[src/sv/dls_pkg.sv]
// ----------------------------------------------------------------------------
// dls_pkg
// Shared types, codes and constants of the dense layer with sigmoid output,
// plus the elaboration-time builder of the sigmoid table.
// ----------------------------------------------------------------------------
package dls_pkg;

   localparam int DATA_BITS       = 16;
   localparam int FRAC_BITS       = 12;
   localparam int ACC_FRAC        = 24;
   localparam int SIGMOID_ENTRIES = 256;
   localparam int SIG_IDX_BITS    = $clog2(SIGMOID_ENTRIES);
   localparam int SIG_SHIFT       = ACC_FRAC + 4 - SIG_IDX_BITS;
   localparam int CFG_W           = 7;
   localparam int NEURON_W        = 6;
   localparam int SEL_W           = 6;
   localparam int ACT_W           = 16;
   localparam int CSR_IDX_W       = 1;

   // Q4.12 one, used as the second operand when the bias goes through the mac
   localparam logic signed [DATA_BITS-1:0] ONE_Q = DATA_BITS'(1 << FRAC_BITS);

   localparam logic [1:0] CMD_WEIGHT = 2'd0;
   localparam logic [1:0] CMD_BIAS   = 2'd1;
   localparam logic [1:0] CMD_INPUT  = 2'd2;

   localparam logic [CSR_IDX_W-1:0] CSR_NUM_INPUTS  = 1'd0;
   localparam logic [CSR_IDX_W-1:0] CSR_NUM_NEURONS = 1'd1;

   localparam logic [CFG_W-1:0] CFG_RESET = 7'd64;

   localparam logic [63:0] Q62_ONE = 64'd1 << 62;
   localparam logic [63:0] Q40_ONE = 64'd1 << 40;

   typedef struct packed {
      logic [1:0]                  cmd;
      logic [SEL_W-1:0]            neuron_sel;
      logic [SEL_W-1:0]            input_sel;
      logic signed [DATA_BITS-1:0] value;
      logic                        last;
   } req_type;

   typedef struct packed {
      logic [NEURON_W-1:0] neuron_out;
      logic [ACT_W-1:0]    activation;
      logic                size_error;
      logic                end_of_run;
   } rsp_type;

   typedef struct packed {
      logic                first;
      logic                last_step;
      logic                end_run;
      logic [NEURON_W-1:0] neuron;
   } mac_tag_type;

   typedef enum logic [1:0] {
      ST_IDLE,
      ST_RUN,
      ST_DRAIN
   } state_type;

   // restoring division, floor(num / den)
   function automatic logic [63:0] udiv64(input logic [63:0] num, input logic [63:0] den);
      logic [64:0] rem;
      logic [63:0] q;
      rem = '0;
      q   = '0;
      for (int i = 63; i >= 0; i--) begin
         rem = {rem[63:0], num[i]};
         if (rem >= {1'b0, den}) begin
            rem  = rem - {1'b0, den};
            q[i] = 1'b1;
         end
      end
      return q;
   endfunction

   // (a * b) >> 62, low 64 bits
   function automatic logic [63:0] mul_q62(input logic [63:0] a, input logic [63:0] b);
      logic [127:0] p;
      p = {64'd0, a} * {64'd0, b};
      return p[125:62];
   endfunction

   // floor(num * 2^62 / den) for num below den
   function automatic logic [63:0] frac_q62(input logic [63:0] num, input logic [63:0] den);
      logic [63:0] q;
      logic [63:0] rem;
      q   = '0;
      rem = num;
      for (int i = 0; i < 62; i++) begin
         rem = rem << 1;
         q   = q << 1;
         if (rem >= den) begin
            rem  = rem - den;
            q[0] = 1'b1;
         end
      end
      return q;
   endfunction

   // one table entry: round(65535 / (1 + exp(-x))) at the cell center
   function automatic logic [ACT_W-1:0] sig_entry(input int k);
      longint      n;
      logic        neg;
      logic [63:0] an;
      logic [63:0] r;
      logic [63:0] term;
      logic [63:0] sum;
      logic [63:0] u;
      logic [63:0] num;
      logic [63:0] den;
      logic [63:0] q;
      n    = 64'(16 * k + 8) - 64'(8 * SIGMOID_ENTRIES);
      neg  = n < 0;
      an   = neg ? 64'(-n) : 64'(n);
      r    = frac_q62(an, 64'(16 * SIGMOID_ENTRIES));
      term = Q62_ONE;
      sum  = Q62_ONE;
      for (int i = 1; i < 48; i++) begin
         term = udiv64(mul_q62(term, r), 64'(i));
         if ((i % 2) == 1) begin
            sum = sum - term;
         end else begin
            sum = sum + term;
         end
      end
      for (int i = 0; i < 4; i++) begin
         sum = mul_q62(sum, sum);
      end
      u   = sum >> 22;
      num = neg ? (64'd65535 * u) : (64'd65535 << 40);
      den = Q40_ONE + u;
      q   = udiv64(2 * num + den, 2 * den);
      return q[ACT_W-1:0];
   endfunction

endpackage

[src/sv/dls_mac.sv]
// ----------------------------------------------------------------------------
// dls_mac
// Shared multiply-accumulate unit: registered 16x16 product, then a wide
// accumulator that restarts on the bias step of each neuron.
// ----------------------------------------------------------------------------
module dls_mac #(
   parameter int ACC_W = 40
) (
   input  logic                                  clock,
   input  logic                                  reset,
   input  logic                                  op_valid,
   input  dls_pkg::mac_tag_type                  op_tag,
   input  logic signed [dls_pkg::DATA_BITS-1:0]  bias_word,
   input  logic signed [dls_pkg::DATA_BITS-1:0]  weight_word,
   input  logic signed [dls_pkg::DATA_BITS-1:0]  input_word,
   output logic                                  acc_valid,
   output dls_pkg::mac_tag_type                  acc_tag,
   output logic signed [ACC_W-1:0]               acc_value
);

   localparam int PROD_W = 2 * dls_pkg::DATA_BITS;

   logic signed [dls_pkg::DATA_BITS-1:0] opa;
   logic signed [dls_pkg::DATA_BITS-1:0] opb;
   logic signed [PROD_W-1:0]             prod_in;
   logic signed [PROD_W-1:0]             prod_ff;
   logic                                 pvalid_ff;
   dls_pkg::mac_tag_type                 ptag_ff;
   logic signed [ACC_W-1:0]              prod_ext;
   logic signed [ACC_W-1:0]              acc_in;
   logic signed [ACC_W-1:0]              acc_ff;
   logic                                 avalid_ff;
   dls_pkg::mac_tag_type                 atag_ff;

   // bias step multiplies the bias by one in q4.12
   assign opa     = op_tag.first ? bias_word : weight_word;
   assign opb     = op_tag.first ? dls_pkg::ONE_Q : input_word;
   assign prod_in = opa * opb;

   assign prod_ext = ACC_W'(prod_ff);
   assign acc_in   = ptag_ff.first ? prod_ext : acc_ff + prod_ext;

   always_ff @(posedge clock) begin
      if (reset) begin
         pvalid_ff <= 1'b0;
         avalid_ff <= 1'b0;
      end else begin
         pvalid_ff <= op_valid;
         avalid_ff <= pvalid_ff && ptag_ff.last_step;
      end
   end

   always_ff @(posedge clock) begin
      prod_ff <= prod_in;
      ptag_ff <= op_tag;
      if (pvalid_ff) begin
         acc_ff  <= acc_in;
         atag_ff <= ptag_ff;
      end
   end

   assign acc_valid = avalid_ff;
   assign acc_tag   = atag_ff;
   assign acc_value = acc_ff;

endmodule

[config.mk]
export PLATFORM = sky130hd
export DESIGN_NAME = dls_mac
export DESIGN_NICKNAME = d
export VERILOG_FILES = /design/src/sv/dls_pkg.sv /design/src/sv/dls_mac.sv
export SDC_FILE = /design/constraint.sdc
export NUM_CORES = 1
export LEC_CHECK = 0
export BUFFER_PORTS_ARGS = -buffer_cell sky130_fd_sc_hd__buf_2
export CAP_MARGIN = 40
export CORE_MARGIN = 1
export CORE_UTILIZATION = 60
export CTS_BUF_LIST = sky130_fd_sc_hd__clkbuf_2
export CTS_CLUSTER_DIAMETER = 150
export CTS_CLUSTER_SIZE = 30
export DETAILED_ROUTE_END_ITERATION = 10
export PLACE_DENSITY = 0.82
export SETUP_SLACK_MARGIN = 0.02
export SYNTH_ARGS = -nofsm -noshare
export SYNTH_HDL_FRONTEND = slang
export SYNTH_SLANG_ARGS = --single-unit
[constraint.sdc]
create_clock -name clock -period 18.86 [get_ports clock]
set_clock_uncertainty 0.1 [all_clocks]
set_input_delay 4.715 -clock clock [delete_from_list [all_inputs] [get_ports clock]]
set_output_delay 4.715 -clock clock [all_outputs]
set_load 0.02 [all_outputs]
After elaboration in Yosys (flattened, before gate mapping). Cells that the tools add are included.

Register bits after elaboration: 92. Input bits: 60. Output and inout bits: 50.

Add/sub/neg operators: 1. Multipliers: 1. Multiplexer cells: 3. Reductions and logical operators: 1.

Operator list (count): adder 40 x 32 -> 40 bit (1); two-way mux 40 bit (1); multiplier 16 x 16 -> 32 bit (1); two-way mux 16 bit (2); logical AND 1 bit (1).

Depth between registers and ports, before layout.
Depth in word-level cells: 2. Gate-level depth with buffers: 26.

Worst setup path after synthesis. No wires, ideal clock.

Kind: input to register. From: input op_tag[8] in the netlist's numbering. To: register prod_ff[30]. Arrival time: 10.752 ns. Data required time: 18.642 ns. Slack: 7.890 ns. Stages: 24. Cells stage by stage: clkbuf_1 clkbuf_1 buf_1 buf_1 a21oi_1 fa_1 inv_1 fa_1 fa_1 fa_1 fa_1 inv_1 fa_1 inv_1 ha_1 a21o_1 a21o_1 a21oi_1 o21ai_1 nor2b_1 a31oi_1 a221oi_1 o41a_1 xor2_1.

Word-level cells in the longest chain between the ends: 2. Elaborated cells on any way between the ends: 3. Those cells by class: 1 x mul; 2 x mux.

RTL lines: start, declared (RTL line dls_mac.sv:12) `input dls_pkg::mac_tag_type op_tag,`; two-way mux 16 bit, on equally long branches (RTL line dls_mac.sv:36, dls_mac.sv:37); multiplier 16 x 16 -> 32 bit (*) (RTL line dls_mac.sv:38) `assign prod_in = opa * opb;`; via prod_in[30] (RTL line dls_mac.sv:25) `logic signed [PROD_W-1:0] prod_in;`; end signal, assigned (RTL line dls_mac.sv:54) `prod_ff <= prod_in;`; end, declared (RTL line dls_mac.sv:26) `logic signed [PROD_W-1:0] prod_ff;`.

The timed path passes the listed nets; every way through them passes the cells marked *. A chain may end at the register's enable or synchronous reset.

Final worst setup path. Same ends and word-level chain as after synthesis.

==> flow_summary.toml <==
[final_layout]
drive_above_1_share_pct = 8.77
num-nets-final = 2116
stdcell_area_um2 = 15800
fillers = 1937
final_cells = 2002
area_growth_pct = 6.22

[synthesis]
synth_area_leader_cell = "fa_1"
yosysMostFrequentCell = "inv_1"
synth_top_family_by_area = "adder cells"
synthAdderAreaFrac_pct = 45.7
synth_compound_area_share_pct = 10.5
synth_xor_area_share_pct = 3.90
synth.distinct_cells = 65
synth_edf_count = 49
yosys-top-cells-count = "inv_1 (305), fa_1 (263), nand2_1 (180), and2_1 (124), ha_1 (121)"
synth_flop_cell = "edfxtp_1"
ys_seq_area_share_pct = 15.7
synthMuxAreaShare_pct = 0.287
synth_top_area_share_pct = 35.5
synth_area_um2 = 14800
syn_avg_cell_area_um2 = 9.31
synthSimpleGateAreaFrac_pct = 14.8
ys_ff_latch = 92
ys_warn_count = 0
async_reset_ff_share_pct = 0
synth_area_leaders = "fa_1 (35%), ha_1 (10%), edfxtp_1 (9.9%), inv_1 (7.7%), dfxtp_1 (5.8%)"
syn_nets = 2037
syn_inst = 1593

[placement]
post-dp-hpwl_mm = 27.7
gp_congestion = 0.934
placed_cell_area_um2 = 15700
placed_cells = 1983
io_buffers = 109

[grt]
antenna_found_initial = 1
grt_max_degree = 75
overflow = 0
grt_pass1_wl_mm = 55.4
grt_usage_pct = 27.0
grt_pass1_vias = 11400

[setup_path]
startpoint_type = "input pin"
worst_path_most_repeated_cell = "fa_1"
path_class = "in2reg"
cp.required_ns = 19.24
path_cells = "buf_2, nor2b_1, buf_4, and2_1, fa_1, fa_1, ha_1, inv_1, fa_1, inv_1, fa_1, inv_1, fa_1, inv_1, ha_1, or3_1, a2111oi_2, nor2_1, a31oi_1, a221oi_1, o41a_1, xor2_1"
critPathCaptureType = "register"
slowest_delay_ns = 0.64
cp_max_fo = 47
worst_path_max_delay_cell = "buf_2"
arrival_ns = 11.56

[die]
ios = 110
die_x_um = 159
core_um2 = 24200
die_y_um = 159
initial_core_util_pct = 61.2
num_rows = 57
dieArea_um2 = 25400

[timing]
period_minus_slack_ns = 11.18
worst_slew_pin_slew_ns = 0.952
finalSetupTns_ns = 0
slew_violations = 0
hold_viol_final = 0
rsz0062_at_grt = "no"
setup_viol = 0
fin_crit_sh_pct = 59.3
slew_headroom_pct = 36.4
max_freq_mhz = 89.4

[clock_tree]
insertion_delay_ns = 0.56
cts.path.max_buffers = 2
cts_root_buffer = "clkbuf_2"
cts_sinks = 92
hold_buffers = 0
numCtsBuffers = 9
cts_resized = 0
h-tree-depth = 3
cts_tree = "built"
post-cts-setup-buffers = 0
clkSlewWorstSetupHoldPaths_ns = 0.23

[job]
drv_cap = 0

[pwr]
power_frac_clock_pct = 3.2
power_frac_seq_pct = 14.1
p_per_area_nw_per_um2 = 158
netSwitchingPower_mw = 1.26
power_frac_comb_pct = 82.7
power.leakage_nw = 7.84
ir_worst_vdd_uv = 107
netSwitchingFraction_pct = 50.8
internal_power_mw = 1.22
p_total_mw = 2.48

[status]
status = "finished, final reports clean"

[routing]
wl_per_cell_um = 16.5
top_layer = "met4"
wl_met2_mm = 15.2
route.detailed.drc = 0
via_count = 11100
wl_met3_mm = 2.56
drt-total-wl_mm = 32.9
antenna_left = 0
drtIter0Drc = 851
dr.pass1.iters = 5
wl_met1_mm = 14.5
viasPerCell = 5.52

[hold_path]
hp-class = "reg2reg"
-- worst max-delay path: cells and delay by family --
| kind | cells | cell delay, ns |
|---|---|---|
| adders and majority gates | 7 | 2.92 |
| and+or+nand+nor | 4 | 1.14 |
| xor gates and xnor gates | 1 | 0.15 |
| AOI/OAI and AO/OA | 4 | 1.51 |
| buffers and inverters | 6 | 1.11 |
-- routing by layer --
metal,up-vias,GRT usage [%]
li1,5155,-
met1,5314,37.7
met2,520,44.3
met3,66,4.01
met4,0,7.60
met5,-,0
-- registers in the layout, indices dropped and copies added, names as in the netlist --
name,flops
pvalid_ff,1
prod_ff,32
ptag_ff,9
acc_valid,1
acc_tag,9
acc_value,40
-- placed cells by master (no fill, tap or decap), drive strengths merged, types with 9 or more instances in the layout --
| cell | synthesis | layout |
|---|---|---|
| nor2b | 24 | 24 |
| edfxtp | 49 | 49 |
| dfxtp | 43 | 43 |
| o21a | 11 | 11 |
| and2 | 124 | 124 |
| nand2 | 180 | 180 |
| xnor2 | 48 | 48 |
| a21oi | 62 | 62 |
| a21o | 35 | 35 |
| inv | 305 | 305 |
| o21bai | 13 | 13 |
| buf | 5 | 119 |
| nor2 | 65 | 65 |
| xor2 | 18 | 18 |
| nand3 | 9 | 9 |
| ha | 121 | 121 |
| o21ai | 63 | 63 |
| fa | 263 | 263 |
| clkbuf | 46 | 11 |
-- final timing paths --
check / slack (ns) / from / depth (start not counted) / end
hold reg to reg: 0.34 / ptag_ff[6] / 0 / acc_tag[6]
hold / removal: 0.34 / ptag_ff[6] / 0 / acc_tag[6]
setup / recovery: 7.68 / op_tag[8] / 22 / prod_ff[30]
setup reg to reg: 15.32 / acc_value[0] / 12 / acc_value[36]
-- stage by stage --
step	utilization [%]	hold slack (ns)	worst slack [ns]
6_report	65.0	0.337	7.68
4_1_cts	64.9	0.341	7.77
3_3_place_gp	64.4	0.288	7.28
5_1_grt	65.0	0.354	7.43
2_1_floorplan	-	0.286	7.89
3_5_place_dp	64.6	0.290	7.14
-- power groups by stage --
stage / clock (mW) / sequential (mW) / combinational (mW)
after floorplan: 0 / 0.367 / 1.60
after global placement: 0 / 0.351 / 1.95
after detailed placement: 0 / 0.354 / 2.03
after CTS: 0.0824 / 0.349 / 2.04
after global routing: 0.0909 / 0.355 / 2.32
final: 0.0799 / 0.349 / 2.05
-- cell type report --
type | count | area (um^2) | area share, %
inverters | 306 | 1150 | 7.29
well taps | 324 | 405 | 2.57
clock buffers | 11 | 55.1 | 0.349
diodes | 1 | 2.50 | 0.0159
repair buffers | 119 | 621 | 3.94
clock inverters | 5 | 30.0 | 0.191
multi-input cells | 1144 | 11200 | 70.8
flip-flops and latches | 92 | 2330 | 14.8
-- cells by family (layout without fill, tap and decap cells) --
family                   Yosys count  count (layout)
multiplexers                       4               4
AO/OA/AOI/OAI                    240             240
buffers and inverters            357             441
AND/OR/NAND/NOR                  450             450
adder cells (fa/ha/maj)          384             384
other                              0               1
flip-flops                        92              92
XOR/XNOR                          66              66
No activity file was read; power rests on OpenSTA's default activity.
